File: src/design/mgm_pkg.sv
// Shared types and constants of the minutiae greedy matcher.
`default_nettype none
package mgm_pkg;
	localparam int MaxPoints  = 64;
	localparam int CoordBits  = 12;
	localparam int AngleBits  = 10;
	localparam int DistBits   = 26;
	localparam int CfgBits    = 26;
	localparam int CountBits  = 7;
	localparam int ScoreBits  = 17;

	localparam logic [1:0] ModeLoad   = 2'd0;
	localparam logic [1:0] ModeProbe  = 2'd1;
	localparam logic [1:0] ModeFinish = 2'd2;

	localparam logic [1:0] RegDist    = 2'd0;
	localparam logic [1:0] RegAngle   = 2'd1;
	localparam logic [1:0] RegPermil  = 2'd2;

	typedef enum logic [2:0] {
		ST_IDLE,
		ST_SCAN,
		ST_DRAIN,
		ST_DECIDE,
		ST_DIVIDE,
		ST_REPORT
	} state_t;

	typedef struct packed {
		logic load;
		logic drop;
		logic scan_start;
		logic scan_step;
		logic decide;
		logic div_start;
		logic div_step;
		logic report;
	} ctrl_cmd_t;

	typedef struct packed {
		logic store_full;
		logic probe_full;
		logic scan_last;
		logic div_last;
	} ctrl_stat_t;
endpackage
`default_nettype wire

File: src/design/mgm_ctrl.sv
// Sequencer of the minutiae greedy matcher.
`default_nettype none
module mgm_ctrl (
	input  wire logic               clk,
	input  wire logic               arst_n,
	input  wire logic               start,
	input  wire logic [1:0]         mode,
	input  wire mgm_pkg::ctrl_stat_t stat,
	output logic                    busy,
	output mgm_pkg::ctrl_cmd_t      cmd
);
	mgm_pkg::state_t state_q, state_d;

	always_ff @(posedge clk or negedge arst_n) begin
		if (!arst_n) state_q <= mgm_pkg::ST_IDLE;
		else state_q <= state_d;
	end

	always_comb begin
		state_d = state_q;
		cmd = '0;
		busy = (state_q != mgm_pkg::ST_IDLE);
		case (state_q)
			mgm_pkg::ST_IDLE: begin
				if (start) begin
					case (mode)
						mgm_pkg::ModeLoad: begin
							if (stat.store_full) cmd.drop = 1'b1;
							else cmd.load = 1'b1;
						end
						mgm_pkg::ModeProbe: begin
							if (stat.probe_full) cmd.drop = 1'b1;
							else begin
								cmd.scan_start = 1'b1;
								state_d = mgm_pkg::ST_SCAN;
							end
						end
						mgm_pkg::ModeFinish: begin
							cmd.div_start = 1'b1;
							state_d = mgm_pkg::ST_DIVIDE;
						end
						default: ;
					endcase
				end
			end
			mgm_pkg::ST_SCAN: begin
				cmd.scan_step = 1'b1;
				if (stat.scan_last) state_d = mgm_pkg::ST_DRAIN;
			end
			mgm_pkg::ST_DRAIN: begin
				// last memory read lands here; fold it in
				cmd.scan_step = 1'b1;
				state_d = mgm_pkg::ST_DECIDE;
			end
			mgm_pkg::ST_DECIDE: begin
				cmd.decide = 1'b1;
				state_d = mgm_pkg::ST_IDLE;
			end
			mgm_pkg::ST_DIVIDE: begin
				cmd.div_step = 1'b1;
				if (stat.div_last) state_d = mgm_pkg::ST_REPORT;
			end
			mgm_pkg::ST_REPORT: begin
				cmd.report = 1'b1;
				state_d = mgm_pkg::ST_IDLE;
			end
			default: state_d = mgm_pkg::ST_IDLE;
		endcase
	end
endmodule
`default_nettype wire

File: src/design/mgm_dp.sv
// Datapath of the minutiae greedy matcher: store, nearest scan and score.
`default_nettype none
module mgm_dp #(
	parameter int MAX_POINTS = mgm_pkg::MaxPoints,
	parameter int COORD_BITS = mgm_pkg::CoordBits
) (
	input  wire logic                            clk,
	input  wire logic                            arst_n,
	input  wire mgm_pkg::ctrl_cmd_t              cmd,
	output mgm_pkg::ctrl_stat_t                  stat,
	input  wire logic                            cfg_we,
	input  wire logic [1:0]                      cfg_index,
	input  wire logic [mgm_pkg::CfgBits-1:0]     cfg_data,
	input  wire logic [COORD_BITS-1:0]           x_pos,
	input  wire logic [COORD_BITS-1:0]           y_pos,
	input  wire logic [mgm_pkg::AngleBits-1:0]   angle,
	output logic                                 done,
	output logic [mgm_pkg::CountBits-1:0]        matched_pairs,
	output logic [mgm_pkg::CountBits-1:0]        probe_count,
	output logic [mgm_pkg::CountBits-1:0]        ref_count,
	output logic [mgm_pkg::ScoreBits-1:0]        score_frac,
	output logic                                 is_match,
	output logic                                 overflow
);
	localparam int IdxBits = (MAX_POINTS > 1) ? $clog2(MAX_POINTS) : 1;
	localparam int CntBits = $clog2(MAX_POINTS + 1);
	localparam int PtBits  = 2 * COORD_BITS + mgm_pkg::AngleBits;
	localparam int SqBits  = 2 * COORD_BITS + 1;
	localparam int CmpBits = (SqBits > mgm_pkg::DistBits) ? SqBits : mgm_pkg::DistBits;
	localparam int CB      = mgm_pkg::CountBits;
	localparam int AB      = mgm_pkg::AngleBits;
	localparam int QBits   = mgm_pkg::ScoreBits;
	localparam int NumBits = CB + 16;

	logic [mgm_pkg::DistBits-1:0] dist_lim_q;
	logic [AB-1:0]                ang_lim_q;
	logic [AB-1:0]                permil_q;

	always_ff @(posedge clk or negedge arst_n) begin
		if (!arst_n) begin
			dist_lim_q <= mgm_pkg::DistBits'(400);
			ang_lim_q  <= AB'(86);
			permil_q   <= AB'(350);
		end else if (cfg_we) begin
			case (cfg_index)
				mgm_pkg::RegDist:   dist_lim_q <= cfg_data;
				mgm_pkg::RegAngle:  ang_lim_q  <= cfg_data[AB-1:0];
				mgm_pkg::RegPermil: permil_q   <= cfg_data[AB-1:0];
				default: ;
			endcase
		end
	end

	logic [PtBits-1:0]     mem [MAX_POINTS];
	logic [PtBits-1:0]     rd_s1;
	logic [MAX_POINTS-1:0] used_q;
	logic [CntBits-1:0]    ref_tot_q, probe_tot_q, pair_tot_q;
	logic                  drop_q;
	logic [COORD_BITS-1:0] px_q, py_q;
	logic [AB-1:0]         pa_q;
	logic [CntBits-1:0]    scan_q;
	logic                  rd_vld_s1;
	logic [IdxBits-1:0]    rd_idx_s1;
	logic                  found_q;
	logic [IdxBits-1:0]    best_q;
	logic [SqBits-1:0]     best_d_q;
	logic [AB-1:0]         best_a_q;

	always_ff @(posedge clk) begin
		if (cmd.load) mem[ref_tot_q[IdxBits-1:0]] <= {x_pos, y_pos, angle};
		rd_s1 <= mem[scan_q[IdxBits-1:0]];
	end

	// distance of the entry read last cycle
	logic [COORD_BITS-1:0] rx, ry, dx, dy;
	logic [AB-1:0]         ra, da;
	logic [SqBits-1:0]     d_cur;
	assign rx = rd_s1[PtBits-1 -: COORD_BITS];
	assign ry = rd_s1[AB +: COORD_BITS];
	assign ra = rd_s1[AB-1:0];
	assign dx = (px_q > rx) ? px_q - rx : rx - px_q;
	assign dy = (py_q > ry) ? py_q - ry : ry - py_q;
	assign d_cur = SqBits'(dx) * SqBits'(dx) + SqBits'(dy) * SqBits'(dy);
	always_comb begin
		da = (pa_q > best_a_q) ? pa_q - best_a_q : best_a_q - pa_q;
		if (da > AB'(512)) da = AB'(0) - da;
	end

	logic [CntBits-1:0] larger;
	assign larger = (probe_tot_q > ref_tot_q) ? probe_tot_q : ref_tot_q;

	// restoring divider, one quotient bit a cycle
	logic [NumBits-1:0] num_q;
	logic [CB:0]        rem_q;
	logic [QBits-1:0]   quo_q;
	logic [4:0]         dcnt_q;
	logic [CB+1:0]      trial;
	assign trial = {rem_q, num_q[NumBits-1]} - {2'b0, CB'(larger)};

	always_comb begin
		stat.store_full = (ref_tot_q >= CntBits'(MAX_POINTS));
		stat.probe_full = (probe_tot_q >= CntBits'(MAX_POINTS));
		stat.scan_last  = (scan_q + 1'b1 >= ref_tot_q) || (ref_tot_q == '0);
		stat.div_last   = (dcnt_q == 5'(NumBits - 1));
	end

	logic [CB+AB+1:0] lhs, rhs;
	assign lhs = (CB+AB+2)'(pair_tot_q) * (CB+AB+2)'(1000);
	assign rhs = (CB+AB+2)'(permil_q) * (CB+AB+2)'(larger);

	always_ff @(posedge clk) begin
		if (cmd.scan_start) begin
			px_q <= x_pos; py_q <= y_pos; pa_q <= angle;
		end
		if (rd_vld_s1 && !used_q[rd_idx_s1] && (!found_q || d_cur < best_d_q)) begin
			best_q <= rd_idx_s1; best_d_q <= d_cur; best_a_q <= ra;
		end
		if (cmd.div_start) begin
			num_q <= {CB'(pair_tot_q), 16'd0};
			rem_q <= '0; quo_q <= '0; dcnt_q <= '0;
		end else if (cmd.div_step) begin
			num_q <= num_q << 1;
			dcnt_q <= dcnt_q + 1'b1;
			if (!trial[CB+1]) begin
				rem_q <= trial[CB:0];
				quo_q <= {quo_q[QBits-2:0], 1'b1};
			end else begin
				rem_q <= {rem_q[CB-1:0], num_q[NumBits-1]};
				quo_q <= {quo_q[QBits-2:0], 1'b0};
			end
		end
		if (cmd.report) begin
			matched_pairs <= CB'(pair_tot_q);
			probe_count   <= CB'(probe_tot_q);
			ref_count     <= CB'(ref_tot_q);
			score_frac    <= (larger == '0) ? '0 : quo_q;
			is_match      <= (larger != '0) && (lhs >= rhs);
			overflow      <= drop_q;
		end
	end

	always_ff @(posedge clk or negedge arst_n) begin
		if (!arst_n) begin
			used_q <= '0; ref_tot_q <= '0; probe_tot_q <= '0; pair_tot_q <= '0;
			drop_q <= 1'b0; scan_q <= '0; rd_vld_s1 <= 1'b0; rd_idx_s1 <= '0;
			found_q <= 1'b0; done <= 1'b0;
		end else begin
			done <= cmd.report;
			rd_vld_s1 <= cmd.scan_step && (scan_q < ref_tot_q);
			rd_idx_s1 <= scan_q[IdxBits-1:0];
			if (cmd.drop) drop_q <= 1'b1;
			if (cmd.load) begin
				used_q[ref_tot_q[IdxBits-1:0]] <= 1'b0;
				ref_tot_q <= ref_tot_q + 1'b1;
			end
			if (cmd.scan_start) begin
				probe_tot_q <= probe_tot_q + 1'b1;
				scan_q <= '0; found_q <= 1'b0;
			end else if (cmd.scan_step && scan_q < ref_tot_q) begin
				scan_q <= scan_q + 1'b1;
			end
			if (rd_vld_s1 && !used_q[rd_idx_s1]) found_q <= 1'b1;
			if (cmd.decide) begin
				if (found_q && CmpBits'(best_d_q) < CmpBits'(dist_lim_q)
					&& da < ang_lim_q) begin
					used_q[best_q] <= 1'b1;
					pair_tot_q <= pair_tot_q + 1'b1;
				end
			end
			if (cmd.report) begin
				used_q <= '0; ref_tot_q <= '0; probe_tot_q <= '0; pair_tot_q <= '0;
				drop_q <= 1'b0;
			end
		end
	end
endmodule
`default_nettype wire

File: src/design/minutiae_greedy_matcher.sv
// Top level of the minutiae greedy matcher.
// Load: stores one point, no result. Probe: scans the store for the nearest unused point,
// one stored point read per cycle from a single memory port, then decides on a pairing.
// Finish: the divider steps, then a report state; done is registered from the report state
// and pulses for one cycle. Results cannot be held off by the receiver.
// Asynchronous active-low reset clears counters and used bits; limits take their defaults.
`default_nettype none
module minutiae_greedy_matcher #(
	parameter int MAX_POINTS = mgm_pkg::MaxPoints,
	parameter int COORD_BITS = mgm_pkg::CoordBits
) (
	input  wire logic                          clk,
	input  wire logic                          arst_n,
	input  wire logic                          start,
	output logic                               busy,
	input  wire logic                          cfg_we,
	input  wire logic [1:0]                    cfg_index,
	input  wire logic [mgm_pkg::CfgBits-1:0]   cfg_data,
	input  wire logic [1:0]                    mode,
	input  wire logic [COORD_BITS-1:0]         x_pos,
	input  wire logic [COORD_BITS-1:0]         y_pos,
	input  wire logic [mgm_pkg::AngleBits-1:0] angle,
	output logic                               done,
	output logic [mgm_pkg::CountBits-1:0]      matched_pairs,
	output logic [mgm_pkg::CountBits-1:0]      probe_count,
	output logic [mgm_pkg::CountBits-1:0]      ref_count,
	output logic [mgm_pkg::ScoreBits-1:0]      score_frac,
	output logic                               is_match,
	output logic                               overflow
);
	mgm_pkg::ctrl_cmd_t  cmd;
	mgm_pkg::ctrl_stat_t stat;

	mgm_ctrl u_ctrl (.clk, .arst_n, .start, .mode, .stat, .busy, .cmd);

	mgm_dp #(.MAX_POINTS(MAX_POINTS), .COORD_BITS(COORD_BITS)) u_dp (
		.clk, .arst_n, .cmd, .stat, .cfg_we, .cfg_index, .cfg_data,
		.x_pos, .y_pos, .angle, .done, .matched_pairs, .probe_count,
		.ref_count, .score_frac, .is_match, .overflow
	);
endmodule
`default_nettype wire

File: config.mk
export PLATFORM = sky130hd
export DESIGN_NAME = minutiae_greedy_matcher
export DESIGN_NICKNAME = d
export VERILOG_FILES = /design/src/design/mgm_pkg.sv /design/src/design/mgm_ctrl.sv /design/src/design/mgm_dp.sv /design/src/design/minutiae_greedy_matcher.sv
export SDC_FILE = /design/constraint.sdc
export NUM_CORES = 2
export LEC_CHECK = 0
export BUFFER_PORTS_ARGS = -buffer_cell sky130_fd_sc_hd__buf_2
export CAP_MARGIN = 5
export CORE_ASPECT_RATIO = 0.75
export CORE_UTILIZATION = 65
export CTS_CLUSTER_DIAMETER = 120
export DETAILED_ROUTE_END_ITERATION = 6
export GPL_TIMING_DRIVEN = 0
export PLACE_DENSITY = 0.86
export SYNTH_ARGS = -nofsm -noshare
export SYNTH_HDL_FRONTEND = slang
export SYNTH_SLANG_ARGS = --single-unit
File: constraint.sdc
create_clock -name clk -period 15.1 [get_ports clk]
set_input_delay 0.755 -clock clk [delete_from_list [all_inputs] [get_ports clk]]
set_output_delay 0.755 -clock clk [all_outputs]
set_load 0.03 [all_outputs]
==> metrics.txt <==
outcome=finished with violations; failing checks=DRC, capacitance limit, slew limit; clk sinks=around 2,500; Initial DRC Count=12,930; Post-synth EDFFs=between 2,000 and 2,500; hpwl dp=218,000 um; clock slew at reported path FFs=approximately 0.080 ns; Leak=44.8 nW; syn avg cell area=18.2 um^2; Post-Place Cell Area=117,000 um^2; Yosys warnings=0; Crit Path Category=reg2reg; share of cells above drive strength 1=0.214; Final min period=11.72 ns; Max Freq=roughly 85 MHz; residual DRC count=24; Hold Path Stages=3; highest-delay cell along the critical path=xor2_1; largest area contributor in the synthesized netlist=edfxtp_1; I/O Pins=110; Clock Latency Late Sink=0.92 ns; most common cell in the netlist=edfxtp_1; sequential area share after synthesis=0.662; Chip Height=between 300 and 400 um; Critical Path RT=15.64 ns; I/O Buffers=109; Slew @ Worst Pin=1.59 ns; Cells after Synth=6,148; worst vdd ir=roughly 120 uV; Hold Path Class=in2reg; R2R cell count=38; Yosys top cell area share=0.616; P&R area growth vs syn=11.4%; fin crit share=0.776; Fin. Hold Viols=0; largest net degree at the start of global routing=101; Cell Area, Synth=112,000 um^2; CTS tree=yes; post-route ant nets=0; Top cell by count, worst path=fa_1; Clock Path Buffers=3; Synth cell types=a little under 90; Gates resized, CTS repair=0; CP startpoint kind=register; Pwr per Cell Area=~110 nW/um^2; Pwr Total=0.0142 W; final setup vio count=0; core area=170,000 um^2; global-route wire length before repair=510,000 um; Starting Density=0.657; wire length per cell after detailed routing=40.6 um; Sum Neg Setup Slack=0 ns; vias in the first global route=66,245; PnR worst setup slack=3.38 ns; Max-Cap Viols=8; Die Span X=481 um; Placement Rows=between 100 and 150; fin area=125,000 um^2; GP Congestion=0.935; Slew headroom=-0.0616; drt pass-1 iters=7; syn nets=6,830; Tot GR Track Use=0.430; Synth area leaders=edfxtp_1, mux4_2, fa_1, ha_1, dfrtp_1; area of the die=174,000 um^2; H-tree depth=4; Top FF cell, synth=edfxtp_1; Yosys reg bits=2,513; RSZ-0062 raised after global routing=no; fill cell count=9,135; fin util=0.732; CP Capture Type=register; Post-synth top cells=edfxtp_1, mux4_2, inv_1; Num CTS Buffers=214; DR vias/cell=7.49; maximum fanout along the worst path=35; DRT Wirelength=367,000 um; layout net count=7,245; fin. max-slew vios=220; post-synthesis async set-or-reset flop share=0.0601; initial antenna violation count=between 50 and 60; Root Buffer=clkbuf_16; total gr overflow=0; Post-CTS Setup Inserts=0; Worst Path Arrival=12.26 ns; pre-CTS WS=3.92 ns; CP max stage delay=around 0.96 ns; vias=approximately 68,000; Worst Skew=around 0.076 ns
-- per-stage QoR --
step                      instances  hold slack [ns]
final                          9035            0.118
after global routing           9020            0.106
after CTS                      8996           0.0644
after detailed placement       8590            0.390
after global placement         8518            0.388
after floorplan                6148            0.378
-- cell families after synthesis --
logic type | count (synthesis) | share of synthesized area
flip-flops | 2513 | 0.662
AND/OR/NAND/NOR | 840 | 0.0348
buffers and inverters | 797 | 0.0270
multiplexers | 794 | 0.154
adder cells (fa/ha/maj) | 614 | 0.0863
AO/OA/AOI/OAI | 475 | 0.0271
XOR/XNOR | 115 | 0.00940
-- per-layer routing --
metal  track usage  share of wire
met1         0.531           0.30
met3         0.167           0.16
met2         0.629           0.44
met5      0.000555         0.0010
met4         0.300          0.091
-- power by group --
part | total, W | internal [W] | switching (W)
Clock | 0.00578 | 0.00299 | 0.00279
Sequential | 0.00763 | 0.00761 | 0.0000202
Combinational | 0.000795 | 0.000303 | 0.000492
Total | 0.0142 | 0.0109 | 0.00331
-- worst max-delay path: cells and delay by family, from the launching register on --
family	cells	cell delay [ns]
XOR/XNOR	3	1.43
multiplexers	1	0.31
buffers and inverters	7	1.14
AO/OA/AOI/OAI	11	2.49
flip-flops	1	0.41
AND/OR/NAND/NOR	6	1.18
adder cells (fa/ha/maj)	10	4.34
-- cells in the final DEF (no fill, tap or decap), drive strengths merged, types with 23 or more instances in the layout --
cell    count
a21o       56
a21oi     108
and2       47
buf       274
clkbuf    425
clkinv    112
dfrtp     138
dfxtp      64
edfxtp   2298
fa        263
ha        351
inv       557
mux2       29
mux2i      28
mux4      737
nand2     294
nand2b     37
nand3      46
nor2      254
nor2b      27
nor3       26
o21a       23
o21ai     147
o22ai      23
xnor2      64
xor2       51
-- registers in the layout, summed over array words and instances (netlist names), 8 cells and up --
| register | count |
|---|---|
| u_dp.permil_q | 10 |
| u_dp.py_q | 12 |
| u_dp.ang_lim_q | 10 |
| u_dp.pa_q | 10 |
| u_dp.quo_q | 17 |
| u_dp.rem_q | 8 |
| u_dp.best_d_q | 25 |
| u_dp.used_q | 64 |
| u_dp.mem | 2176 |
| u_dp.dist_lim_q | 26 |
| u_dp.best_a_q | 10 |
| u_dp.rd_s1 | 34 |
| u_dp.score_frac | 17 |
| u_dp.px_q | 12 |
-- timing repair --
| action | in CTS | in global routing |
|---|---|---|
| endpoints found under the setup margin | 0 | 0 |
| hold buffers | 1 | 0 |
| endpoints found under the hold margin | 38 | 0 |
-- final cells by class --
| class | count | area (um^2) | share of cell area |
|---|---|---|---|
| Clock inverter | 151 | 1450 | 0.0116 |
| Antenna cell | 22 | 55.1 | 0.000441 |
| Clock buffer | 254 | 5590 | 0.0448 |
| Buffer | 247 | 973 | 0.00780 |
| Sequential cell | 2513 | 74100 | 0.594 |
| Tap cell | 2261 | 2830 | 0.0227 |
| Inverter | 550 | 2060 | 0.0165 |
| Multi-Input combinational cell | 2838 | 35300 | 0.283 |
| Timing Repair Buffer | 199 | 2410 | 0.0193 |
-- path summary, 6_finish.rpt --
path                          startpoint             endpoint  slack, ns
min                         cfg_data[14]  u_dp.dist_lim_q[14]       0.12
max reg2reg                 u_dp.py_q[4]     u_dp.best_a_q[3]       3.38
max                         u_dp.py_q[4]     u_dp.best_a_q[3]       3.38
min reg2reg                u_dp.rd_s1[7]     u_dp.best_a_q[7]       0.41
min in group asynchronous         arst_n   u_dp.pair_tot_q[5]       0.38
max in group asynchronous         arst_n       u_dp.used_q[1]      13.79
(Power assumes the default switching activity.)
